--- config.mk ---
export PLATFORM = sky130hd
export DESIGN_NAME = host_mailbox_byte_fifos
export DESIGN_NICKNAME = d
export VERILOG_FILES = /design/src/rtl/hmb_pkg.sv /design/src/rtl/hmb_ram.sv /design/src/rtl/hmb_datapath.sv /design/src/rtl/hmb_ctrl.sv /design/src/rtl/host_mailbox_byte_fifos.sv
export SDC_FILE = /design/constraint.sdc
export NUM_CORES = 2
export LEC_CHECK = 0
export BUFFER_PORTS_ARGS = -buffer_cell sky130_fd_sc_hd__buf_4
export CAP_MARGIN = 20
export CORE_MARGIN = 8
export CORE_UTILIZATION = 59
export CTS_BUF_LIST = sky130_fd_sc_hd__clkbuf_2 sky130_fd_sc_hd__clkbuf_4 sky130_fd_sc_hd__clkbuf_8
export CTS_CLUSTER_SIZE = 10
export DETAILED_ROUTE_END_ITERATION = 7
export PLACE_DENSITY = 0.78
export SYNTH_ARGS = -nofsm -noshare
export SYNTH_HDL_FRONTEND = slang
export SYNTH_SLANG_ARGS = --single-unit
export TNS_END_PERCENT = 50
--- constraint.sdc ---
create_clock -name clk -period 7.95 [get_ports clk]
set_input_delay 1.59 -clock clk [delete_from_list [all_inputs] [get_ports clk]]
set_output_delay 1.59 -clock clk [all_outputs]
set_load 0.05 [all_outputs]
--- src/rtl/hmb_pkg.sv ---
// Package with the shared types and codes of the host mailbox byte FIFOs.
`timescale 1ns / 1ps

package hmb_pkg;

    localparam logic [2:0] MODE_HOST_WRITE  = 3'd0;
    localparam logic [2:0] MODE_HOST_READ   = 3'd1;
    localparam logic [2:0] MODE_LOCAL_QUEUE = 3'd2;
    localparam logic [2:0] MODE_POP_BYTE    = 3'd3;
    localparam logic [2:0] MODE_POP_WORD    = 3'd4;
    localparam logic [2:0] MODE_POP_DOUBLE  = 3'd5;
    localparam logic [2:0] MODE_PEEK        = 3'd6;
    localparam logic [2:0] MODE_CLEAR       = 3'd7;

    typedef struct packed {
        logic [2:0] mode;
        logic [7:0] data_in;
    } req_t;

    typedef struct packed {
        logic [31:0] read_data;
        logic [7:0]  rx_count;
        logic        rx_empty;
        logic        host_ready;
        logic        overflow;
        logic        underflow;
    } rsp_t;

    typedef enum logic [2:0] {
        ST_IDLE,
        ST_DECODE,
        ST_RX_READ,
        ST_TX_CAPTURE,
        ST_RESPOND
    } state_t;

    typedef struct packed {
        logic load;
        logic rx_write;
        logic tx_write;
        logic rx_read;
        logic rx_peek;
        logic rx_capture;
        logic tx_read;
        logic tx_capture;
        logic present_data;
        logic present_zero;
        logic latch_presented;
        logic set_ovf;
        logic set_unf;
        logic clear_ptrs;
    } cmd_t;

    typedef struct packed {
        logic [2:0] mode;
        logic       rx_full;
        logic       tx_full;
        logic       tx_nonempty;
        logic       pending;
        logic       rx_has1;
        logic       rx_has2;
        logic       rx_has4;
    } stat_t;

endpackage

--- src/rtl/hmb_ram.sv ---
// Generic single-write, single-read RAM with a registered read port.
`timescale 1ns / 1ps

module hmb_ram #(
    parameter int WIDTH = 8,
    parameter int DEPTH = 256
) (
    input  logic                     clk,
    input  logic                     we,
    input  logic [$clog2(DEPTH)-1:0] waddr,
    input  logic [WIDTH-1:0]         wdata,
    input  logic                     re,
    input  logic [$clog2(DEPTH)-1:0] raddr,
    output logic [WIDTH-1:0]         rdata
);

    logic [WIDTH-1:0] mem [DEPTH];
    logic [WIDTH-1:0] rdata_reg;

    always_ff @(posedge clk)
    begin
        if (we)
        begin
            mem[waddr] <= wdata;
        end
        if (re)
        begin
            rdata_reg <= mem[raddr];
        end
    end

    assign rdata = rdata_reg;

endmodule

--- src/rtl/hmb_datapath.sv ---
// Datapath of the mailbox: ring pointers, byte memories, output latch and result.
`timescale 1ns / 1ps

module hmb_datapath #(
    parameter int RING_DEPTH = 256
) (
    input  logic          clk,
    input  logic          rst_n,
    input  hmb_pkg::req_t req,
    input  hmb_pkg::cmd_t cmd,
    output hmb_pkg::stat_t stat,
    output hmb_pkg::rsp_t rsp
);

    localparam int PW = $clog2(RING_DEPTH);
    localparam int FW = PW + 1;
    localparam logic [PW-1:0] PTR_LAST = PW'(RING_DEPTH - 1);
    localparam logic [FW-1:0] FILL_CAP = FW'(RING_DEPTH - 1);
    localparam logic [FW-1:0] FILL_DEPTH = FW'(RING_DEPTH);

    hmb_pkg::req_t req_reg;
    logic [PW-1:0] rx_wptr_reg, rx_wptr_next;
    logic [PW-1:0] rx_rptr_reg, rx_rptr_next;
    logic [PW-1:0] tx_wptr_reg, tx_wptr_next;
    logic [PW-1:0] tx_rptr_reg, tx_rptr_next;
    logic [7:0]    presented_reg, presented_next;
    logic          ready_reg, ready_next;
    logic          pending_reg, pending_next;
    logic [1:0]    cap_idx_reg, cap_idx_next;
    logic [31:0]   result_reg, result_next;
    logic          ovf_reg, ovf_next;
    logic          unf_reg, unf_next;

    logic [FW-1:0]   rx_fill;
    logic [FW-1:0]   tx_fill;
    logic [FW+7:0]   rx_fill_wide;
    logic [7:0]      rx_rdata;
    logic [7:0]      tx_rdata;

    always_comb
    begin
        if (rx_wptr_reg >= rx_rptr_reg)
        begin
            rx_fill = {1'b0, rx_wptr_reg} - {1'b0, rx_rptr_reg};
        end
        else
        begin
            rx_fill = {1'b0, rx_wptr_reg} + FILL_DEPTH - {1'b0, rx_rptr_reg};
        end
        if (tx_wptr_reg >= tx_rptr_reg)
        begin
            tx_fill = {1'b0, tx_wptr_reg} - {1'b0, tx_rptr_reg};
        end
        else
        begin
            tx_fill = {1'b0, tx_wptr_reg} + FILL_DEPTH - {1'b0, tx_rptr_reg};
        end
    end

    assign rx_fill_wide = (FW + 8)'(rx_fill);

    assign stat.mode        = req_reg.mode;
    assign stat.rx_full     = (rx_fill >= FILL_CAP);
    assign stat.tx_full     = (tx_fill >= FILL_CAP);
    assign stat.tx_nonempty = (tx_wptr_reg != tx_rptr_reg);
    assign stat.pending     = pending_reg;
    assign stat.rx_has1     = (rx_fill_wide >= (FW + 8)'(1));
    assign stat.rx_has2     = (rx_fill_wide >= (FW + 8)'(2));
    assign stat.rx_has4     = (rx_fill_wide >= (FW + 8)'(4));

    assign rsp.read_data  = result_reg;
    assign rsp.rx_count   = (rx_fill_wide > (FW + 8)'(255)) ? 8'hFF : rx_fill_wide[7:0];
    assign rsp.rx_empty   = (rx_fill == '0);
    assign rsp.host_ready = ready_reg;
    assign rsp.overflow   = ovf_reg;
    assign rsp.underflow  = unf_reg;

    hmb_ram #(
        .WIDTH(8),
        .DEPTH(RING_DEPTH)
    ) u_rx_ram (
        .clk  (clk),
        .we   (cmd.rx_write),
        .waddr(rx_wptr_reg),
        .wdata(req_reg.data_in),
        .re   (cmd.rx_read | cmd.rx_peek),
        .raddr(rx_rptr_reg),
        .rdata(rx_rdata)
    );

    hmb_ram #(
        .WIDTH(8),
        .DEPTH(RING_DEPTH)
    ) u_tx_ram (
        .clk  (clk),
        .we   (cmd.tx_write),
        .waddr(tx_wptr_reg),
        .wdata(req_reg.data_in),
        .re   (cmd.tx_read),
        .raddr(tx_rptr_reg),
        .rdata(tx_rdata)
    );

    always_comb
    begin
        rx_wptr_next   = rx_wptr_reg;
        rx_rptr_next   = rx_rptr_reg;
        tx_wptr_next   = tx_wptr_reg;
        tx_rptr_next   = tx_rptr_reg;
        presented_next = presented_reg;
        ready_next     = ready_reg;
        pending_next   = pending_reg;
        cap_idx_next   = cap_idx_reg;
        result_next    = result_reg;
        ovf_next       = ovf_reg;
        unf_next       = unf_reg;

        if (cmd.load)
        begin
            cap_idx_next = 2'd0;
            result_next  = 32'd0;
            ovf_next     = 1'b0;
            unf_next     = 1'b0;
        end
        if (cmd.rx_write)
        begin
            rx_wptr_next = (rx_wptr_reg == PTR_LAST) ? '0 : rx_wptr_reg + 1'b1;
        end
        if (cmd.tx_write)
        begin
            tx_wptr_next = (tx_wptr_reg == PTR_LAST) ? '0 : tx_wptr_reg + 1'b1;
        end
        if (cmd.rx_read)
        begin
            rx_rptr_next = (rx_rptr_reg == PTR_LAST) ? '0 : rx_rptr_reg + 1'b1;
        end
        if (cmd.tx_read)
        begin
            tx_rptr_next = (tx_rptr_reg == PTR_LAST) ? '0 : tx_rptr_reg + 1'b1;
        end
        if (cmd.rx_capture)
        begin
            result_next[{cap_idx_reg, 3'b000} +: 8] = rx_rdata;
            cap_idx_next = cap_idx_reg + 2'd1;
        end
        if (cmd.latch_presented)
        begin
            result_next = {24'd0, presented_reg};
        end
        if (cmd.tx_capture)
        begin
            presented_next = tx_rdata;
            if (tx_wptr_reg == tx_rptr_reg)
            begin
                pending_next = 1'b0;
            end
        end
        if (cmd.present_zero)
        begin
            presented_next = 8'd0;
            ready_next     = 1'b0;
            pending_next   = 1'b0;
        end
        if (cmd.present_data)
        begin
            presented_next = req_reg.data_in;
            ready_next     = 1'b1;
            pending_next   = 1'b1;
        end
        if (cmd.set_ovf)
        begin
            ovf_next = 1'b1;
        end
        if (cmd.set_unf)
        begin
            unf_next = 1'b1;
        end
        if (cmd.clear_ptrs)
        begin
            rx_wptr_next = '0;
            rx_rptr_next = '0;
            tx_wptr_next = '0;
            tx_rptr_next = '0;
            pending_next = 1'b0;
        end
    end

    always_ff @(posedge clk or negedge rst_n)
    begin
        if (!rst_n)
        begin
            rx_wptr_reg   <= '0;
            rx_rptr_reg   <= '0;
            tx_wptr_reg   <= '0;
            tx_rptr_reg   <= '0;
            presented_reg <= 8'd0;
            ready_reg     <= 1'b0;
            pending_reg   <= 1'b0;
            cap_idx_reg   <= 2'd0;
        end
        else
        begin
            rx_wptr_reg   <= rx_wptr_next;
            rx_rptr_reg   <= rx_rptr_next;
            tx_wptr_reg   <= tx_wptr_next;
            tx_rptr_reg   <= tx_rptr_next;
            presented_reg <= presented_next;
            ready_reg     <= ready_next;
            pending_reg   <= pending_next;
            cap_idx_reg   <= cap_idx_next;
        end
    end

    always_ff @(posedge clk)
    begin
        if (cmd.load)
        begin
            req_reg <= req;
        end
        result_reg <= result_next;
        ovf_reg    <= ovf_next;
        unf_reg    <= unf_next;
    end

endmodule

--- src/rtl/hmb_ctrl.sv ---
// Controller state machine that sequences each mailbox request.
`timescale 1ns / 1ps

module hmb_ctrl (
    input  logic           clk,
    input  logic           rst_n,
    input  logic           start,
    input  hmb_pkg::stat_t stat,
    output logic           busy,
    output logic           done,
    output hmb_pkg::cmd_t  cmd
);

    hmb_pkg::state_t state_reg, state_next;
    logic [1:0] issue_left_reg, issue_left_next;

    always_ff @(posedge clk or negedge rst_n)
    begin
        if (!rst_n)
        begin
            state_reg      <= hmb_pkg::ST_IDLE;
            issue_left_reg <= 2'd0;
        end
        else
        begin
            state_reg      <= state_next;
            issue_left_reg <= issue_left_next;
        end
    end

    always_comb
    begin
        state_next      = state_reg;
        issue_left_next = issue_left_reg;
        cmd             = '0;
        busy            = 1'b1;
        done            = 1'b0;

        case (state_reg)
            hmb_pkg::ST_IDLE:
            begin
                busy = 1'b0;
                if (start)
                begin
                    cmd.load   = 1'b1;
                    state_next = hmb_pkg::ST_DECODE;
                end
            end

            hmb_pkg::ST_DECODE:
            begin
                state_next = hmb_pkg::ST_RESPOND;
                case (stat.mode)
                    hmb_pkg::MODE_HOST_WRITE:
                    begin
                        if (stat.rx_full)
                        begin
                            cmd.set_ovf = 1'b1;
                        end
                        else
                        begin
                            cmd.rx_write = 1'b1;
                        end
                    end
                    hmb_pkg::MODE_HOST_READ:
                    begin
                        cmd.latch_presented = 1'b1;
                        if (stat.tx_nonempty)
                        begin
                            cmd.tx_read = 1'b1;
                            state_next  = hmb_pkg::ST_TX_CAPTURE;
                        end
                        else
                        begin
                            cmd.present_zero = 1'b1;
                        end
                    end
                    hmb_pkg::MODE_LOCAL_QUEUE:
                    begin
                        if (!stat.pending)
                        begin
                            cmd.present_data = 1'b1;
                        end
                        else if (stat.tx_full)
                        begin
                            cmd.set_ovf = 1'b1;
                        end
                        else
                        begin
                            cmd.tx_write = 1'b1;
                        end
                    end
                    hmb_pkg::MODE_POP_BYTE:
                    begin
                        if (!stat.rx_has1)
                        begin
                            cmd.set_unf = 1'b1;
                        end
                        else
                        begin
                            cmd.rx_read     = 1'b1;
                            issue_left_next = 2'd0;
                            state_next      = hmb_pkg::ST_RX_READ;
                        end
                    end
                    hmb_pkg::MODE_POP_WORD:
                    begin
                        if (!stat.rx_has2)
                        begin
                            cmd.set_unf = 1'b1;
                        end
                        else
                        begin
                            cmd.rx_read     = 1'b1;
                            issue_left_next = 2'd1;
                            state_next      = hmb_pkg::ST_RX_READ;
                        end
                    end
                    hmb_pkg::MODE_POP_DOUBLE:
                    begin
                        if (!stat.rx_has4)
                        begin
                            cmd.set_unf = 1'b1;
                        end
                        else
                        begin
                            cmd.rx_read     = 1'b1;
                            issue_left_next = 2'd3;
                            state_next      = hmb_pkg::ST_RX_READ;
                        end
                    end
                    hmb_pkg::MODE_PEEK:
                    begin
                        if (!stat.rx_has1)
                        begin
                            cmd.set_unf = 1'b1;
                        end
                        else
                        begin
                            cmd.rx_peek     = 1'b1;
                            issue_left_next = 2'd0;
                            state_next      = hmb_pkg::ST_RX_READ;
                        end
                    end
                    default:
                    begin
                        cmd.clear_ptrs = 1'b1;
                    end
                endcase
            end

            hmb_pkg::ST_RX_READ:
            begin
                cmd.rx_capture = 1'b1;
                if (issue_left_reg != 2'd0)
                begin
                    cmd.rx_read     = 1'b1;
                    issue_left_next = issue_left_reg - 2'd1;
                end
                else
                begin
                    state_next = hmb_pkg::ST_RESPOND;
                end
            end

            hmb_pkg::ST_TX_CAPTURE:
            begin
                cmd.tx_capture = 1'b1;
                state_next     = hmb_pkg::ST_RESPOND;
            end

            hmb_pkg::ST_RESPOND:
            begin
                done       = 1'b1;
                state_next = hmb_pkg::ST_IDLE;
            end

            default:
            begin
                state_next = hmb_pkg::ST_IDLE;
            end
        endcase
    end

endmodule

--- src/rtl/host_mailbox_byte_fifos.sv ---
// Top level of the host mailbox with one byte FIFO in each direction.
//
//   Channel   Handshake            Payload
//   request   start, busy          req  (mode, data_in)
//   result    done (one cycle)     rsp  (read_data, rx_count, rx_empty, host_ready,
//                                        overflow, underflow)
//
// A request is taken when start is high and busy is low, and its result is shown
// with done for one cycle. Each request passes the decode and respond states; a
// host read that reloads from the transmit ring adds the capture state, and a pop
// or peek adds one receive read step per byte, set by the single read port of the
// receive memory. Reset empties both rings and clears the output latch and ready
// flag. The receiver cannot stall the result; busy stays high until done is shown.
`timescale 1ns / 1ps

module host_mailbox_byte_fifos #(
    parameter int RING_DEPTH = 256
) (
    input  logic          clk,
    input  logic          rst_n,
    input  logic          start,
    output logic          busy,
    input  hmb_pkg::req_t req,
    output logic          done,
    output hmb_pkg::rsp_t rsp
);

    hmb_pkg::cmd_t  cmd;
    hmb_pkg::stat_t stat;

    hmb_ctrl u_ctrl (
        .clk  (clk),
        .rst_n(rst_n),
        .start(start),
        .stat (stat),
        .busy (busy),
        .done (done),
        .cmd  (cmd)
    );

    hmb_datapath #(
        .RING_DEPTH(RING_DEPTH)
    ) u_datapath (
        .clk  (clk),
        .rst_n(rst_n),
        .req  (req),
        .cmd  (cmd),
        .stat (stat),
        .rsp  (rsp)
    );

endmodule

Word-level counts from Yosys, hierarchy flattened
Memories as Yosys holds them, arrays and structs flattened. A register that Yosys moved wholly into a read port is not among the register bits.
Index checks and enable logic that the tools add are counted.
W data, S select, Z words.
Operators by class
  order comparisons: 8
  bitwise operators: 1
  shifts and indexed selects: 2
  reduce and logical (&&, ||, !) cells: 19
  add/sub/neg operators: 13
  multiplexer cells: 86
  eq/ne operators: 23
Operators with widths (number)
  $mux W8: 17
  $mux W32: 2
  $mux W1: 41
  $add A8 B1 Y8 const B: 4
  $bwmux W32: 1
  $eq A8 B8 Y1 const B: 4
  $shift A8 B7 Y32 const A: 1
  $shiftx A8 B7 Y32: 1
  $pmux W3 S4: 2
  $add A8 B9 Y9 const B: 2
  $ge A9 B8 Y1 const B: 2
  $mux W3: 6
  $mux W9: 2
  $sub A8 B8 Y9: 2
  $sub A9 B8 Y9: 2
  $ge A8 B8 Y1: 2
  $mux W2: 8
  $reduce_bool A2 Y1: 8
  $eq A3 B2 Y1 const B: 4
  $eq A3 B3 Y1 const B: 4
  $ge A9 B1 Y1 const B: 1
  $ge A9 B2 Y1 const B: 1
  $ge A9 B3 Y1 const B: 1
  $gt A9 B8 Y1 const B: 1
  other kinds (24): 33
Word-level totals
  memory bits (writable): 4096
  word-level logic and storage cells: 170
  memories kept: 2
  register bits: 94
  input port bits: 14
  output and inout port bits: 46
Memory list
  u_datapath.u_rx_ram.mem: words 256, width 8, read ports 1, clocked after Yosys merged registers in 1, wr ports 1, RTL line hmb_ram.sv:17  | logic [WIDTH-1:0] mem [DEPTH];
  u_datapath.u_tx_ram.mem: words 256, width 8, read ports 1, clocked after Yosys merged registers in 1, wr ports 1, RTL line hmb_ram.sv:17

Depth between registers and ports, before layout
  word-level depth: 11
  gate-level depth with buffers: 18
  mapped depth without buffers: 12

Hierarchy
Synthesis repeated with hierarchy kept, for this count alone.
Unflattened totals
  cells, all modules: 8046
  area, all modules: 164522.8 um2
By module, submodules not included
  hmb_ram: area an instance 79636.4 um2, instances 2, cells an instance 3733, seq. area each 61739.2 um2
  hmb_datapath: area an instance 4694.5 um2, instances 1, cells an instance 502, seq. area each 2112.0 um2
  hmb_ctrl: area an instance 555.5 um2, instances 1, cells an instance 78, seq. area each 125.1 um2

Worst setup path after synthesis
No wires, ideal clock.
  kind: reg-to-reg
  start: register u_datapath.req_reg[0] in the netlist's numbering
  end: memory u_datapath.u_rx_ram.mem[0][0] (data pin)
  library setup time: 1438 ps
  required time: 6512 ps
  clock period less this slack: 7611 ps
  setup slack: 339 ps
  buffers on the path: 0
  stages on the path, launching flop included: 1
  data arrival time: 6172 ps
  cells stage by stage: edfxtp_1
RTL lines
  from (decl): RTL line hmb_datapath.sv:21  | hmb_pkg::req_t req_reg;
  from (signal assigned): RTL line hmb_datapath.sv:218  | req_reg <= req;
  to (decl): RTL line hmb_ram.sv:17
Straight into the memory's write port.

==> metrics.txt <==
CTS tree yes; CP endpoint kind output pin; dpl hpwl 225.4 mm; CORE AREA 0.2765 mm^2; total negative slack 0 ps; cts bufs inserted 641; Starting Density 59.29%; Slowest cell on crit path dfrtp_4; Buffers on Ports 59; Post-Synthesis Net Count 7503; Async S/R FF share, synth 1.165%; vias per cell 6.699; CP Max Fanout 46; initial antenna violation count 15; Final GP Congestion 0.9072; Hold Path Class reg2reg; filler-free cell count of the finished design 12050; worst-skew pair later-pin latency 1170 ps; hold_sp u_datapath.result_reg[12]$_SDFF_PP0_; Post-Synth XOR/XNOR Area 0.07480%; simple-gate area share of the yosys netlist 2.787%; clock skew 66.45 ps; status finished clean; max-slew violation count 0; Fin Hold WS 500.9 ps; DIE AREA 0.2950 mm^2; max frequency 0.1562 GHz; Sink Count 4206; multi-input logic area 0.03624 mm^2; antenna-violating nets left 0; first-pass GRT wire length 557.8 mm; Seq/Total Area, Yosys 76.69%; Max clock buf depth 4; Max-Cap Viols 0; crit path time final 6401 ps; relative slew slack 12.88%; critical path cell sequence inv_1 > fa_1 > a211o_1 > a211o_1 > a221o_1 > and2_1 > and2_1 > and3_1 > buf_4; Slew @ Worst Pin 1307 ps; Post-synth top flop edfxtp_1; fin crit share 80.52%; worst setup margin 1549 ps; DRT Wirelength 383.4 mm; Final Setup Violations 0; mux contribution to synthesized area 17.19%; unrepaired setup endpoints after global routing false; post-placement cell count 10910; largest family of logic cells by synthesized area multiplexers; CP Launch Type flop; via count 80720; io pins 60; drt first pass iters 6; Max stage delay on crit path 890 ps; GRT Overall Usage 25.69%; register area 0.1257 mm^2; gr ovfl total 0; number of gates resized after cts 0; Setup CP Type reg2out; H-tree level count 6; Static Leak 55.55 nW; Worst R2R Start u_datapath.tx_rptr_reg[1]$_DFFE_PN0P_; Clk Tree Root Cell clkbuf_8; # fillers 16600; largest net degree at the start of global routing 194; Layout area overhead 10.42%; die width 543.1 um; pre-CTS setup slack 2025 ps; final net count 7898; adder and majority cell fraction of the synthesized area 0.2687%; Routed WL per cell 31.82 um; chip height 543.1 um; EDFF count, synth 4123; hold-fix buffers at CTS 0; endpoint arrival time on the critical path 4810 ps; mean post-synth cell area 21.99 um^2; Fin. Hold Viols 0; #FFs+latches synth 4206; clk slew on worst S/H paths 60 ps; worst vdd ir 0.3150 mV; compound-gate portion of the synthesized area 1.739%; post-CTS setup buffers 0; P per Cell Area 304.9 mW/mm^2; Netlist cell types 74; Residual DRC 0; vias in the first global route 81470; row cnt 193; Req. time, crit path 6360 ps; Iter 0 DRT Violations 11740; synth warn 0; synthesized area 0.1639 mm^2; Crit. Startpoint u_datapath.rx_rptr_reg[1]$_DFFE_PN0P_; post-synthesis instance total 7455; layout cell share with drive strength beyond 1 29.15%
[final timing paths]
check                                                                 end  depth (start not counted)  slack, ps
worst min register to register       u_datapath.result_reg[12]$_SDFF_PP0_                          2        500
worst max-delay path                                               rsp[3]                          9       1550
max in group asynchronous           u_datapath.tx_rptr_reg[2]$_DFFE_PN0P_                          1       6690
min in group asynchronous           u_datapath.cap_idx_reg[1]$_DFFE_PN0P_                          1        520
worst max register to register  u_datapath.u_tx_ram.mem[100][7]$_DFFE_PP_                         11       1850
worst min-delay path                 u_datapath.result_reg[12]$_SDFF_PP0_                          2        500
[area by class of cell]
cell class | instances | share of cell area (%)
sequential | 4206 | 69.46
tap | 3705 | 2.561
clock inverter | 291 | 1.174
clock buffer | 839 | 5.754
inverter | 32 | 0.07327
timing repair buffer | 183 | 0.9401
antenna | 8 | 0.01106
multi-input combinational | 2786 | 20.02
[per-layer routing]
layer | track usage, % | wire length, um | up-vias
li1 | - | - | 32270
met1 | 35.99 | 140800 | 42110
met2 | 39.79 | 182400 | 5508
met3 | 6.734 | 44960 | 821
met4 | 9.387 | 15210 | 14
met5 | 0 | 79 | -
[layout by cell type, fill, tap and decap left out, types with 72 or more instances in the layout]
cell	synthesis	routed
nor2_1	614	605
mux2i_1	91	91
clkbuf_4	0	181
nand2_1	139	139
clkbuf_8	0	658
mux4_2	1210	1210
a21oi_1	80	80
nand3_1	84	72
edfxtp_1	4123	4123
clkinv_1	4	151
buf_4	34	156
a22oi_1	89	89
[where the power goes]
group          internal, mW  switching (mW)
Combinational          4.77            6.81
Clock                  9.18            8.40
Sequential             25.7           0.323
[cells by family (layout without fill, tap and decap cells)]
| kind of cell | count (synthesis) | after routing |
|---|---|---|
| flops | 4206 | 4206 |
| compound gates | 415 | 415 |
| mux | 1302 | 1302 |
| other cells | 0 | 8 |
| buf+inv | 463 | 1345 |
| fa+ha+maj | 34 | 34 |
| simple gates | 1021 | 1021 |
| xor+xnor | 14 | 14 |
[metrics by stage]
step | area [um^2] | utilization (%) | power [mW]
after global routing | 181000 | 65.46 | 56.78
after CTS | 180900 | 65.44 | 55.35
final | 181000 | 65.47 | 55.19
after global placement | 168400 | 60.89 | 37.79
after detailed placement | 168400 | 60.90 | 38.02
after floorplan | 163900 | - | 34.86
[worst max-delay path: cells and delay by family (launching register included)]
| kind | cells | cell delay, ps |
|---|---|---|
| flip-flops | 1 | 890 |
| AND/OR/NAND/NOR | 3 | 640 |
| buffers and inverters | 2 | 610 |
| AO/OA/AOI/OAI | 3 | 960 |
| adder cells (fa/ha/maj) | 1 | 560 |
[cell usage after synthesis, drive strengths merged, types with 4 or more instances]
cell | count | area (um^2)
a211o | 5 | 43.79
a211oi | 35 | 262.8
a21o | 6 | 45.04
a21oi | 80 | 400.4
a221oi | 14 | 122.6
a22o | 14 | 122.6
a22oi | 89 | 668.1
a311oi | 4 | 35.03
a31oi | 6 | 37.54
and2 | 12 | 75.07
and3 | 22 | 142.6
and4 | 4 | 35.03
buf | 242 | 1229
clkbuf | 189 | 709.4
clkinv | 4 | 15.01
dfrtp | 49 | 1226
dfxtp | 34 | 680.7
edfxtp | 4123 | 123800
ha | 32 | 400.4
inv | 28 | 105.1
mux2i | 91 | 910.9
mux4 | 1210 | 27250
nand2 | 139 | 521.8
nand2b | 10 | 62.56
nand3 | 97 | 625.6
nand4 | 14 | 87.58
nor2 | 615 | 2311
nor2b | 55 | 344.1
nor3 | 11 | 55.05
nor4 | 12 | 75.07
nor4b | 10 | 87.58
o2111ai | 18 | 157.7
o211ai | 5 | 37.54
o21a | 7 | 52.55
o21ai | 64 | 320.3
o221ai | 15 | 131.4
o22a | 9 | 78.83
o22ai | 22 | 137.6
o31ai | 5 | 37.54
or3 | 7 | 43.79
xnor2 | 8 | 70.07
xor2 | 6 | 52.55
Note: power is estimated with default switching activity, not from simulation.
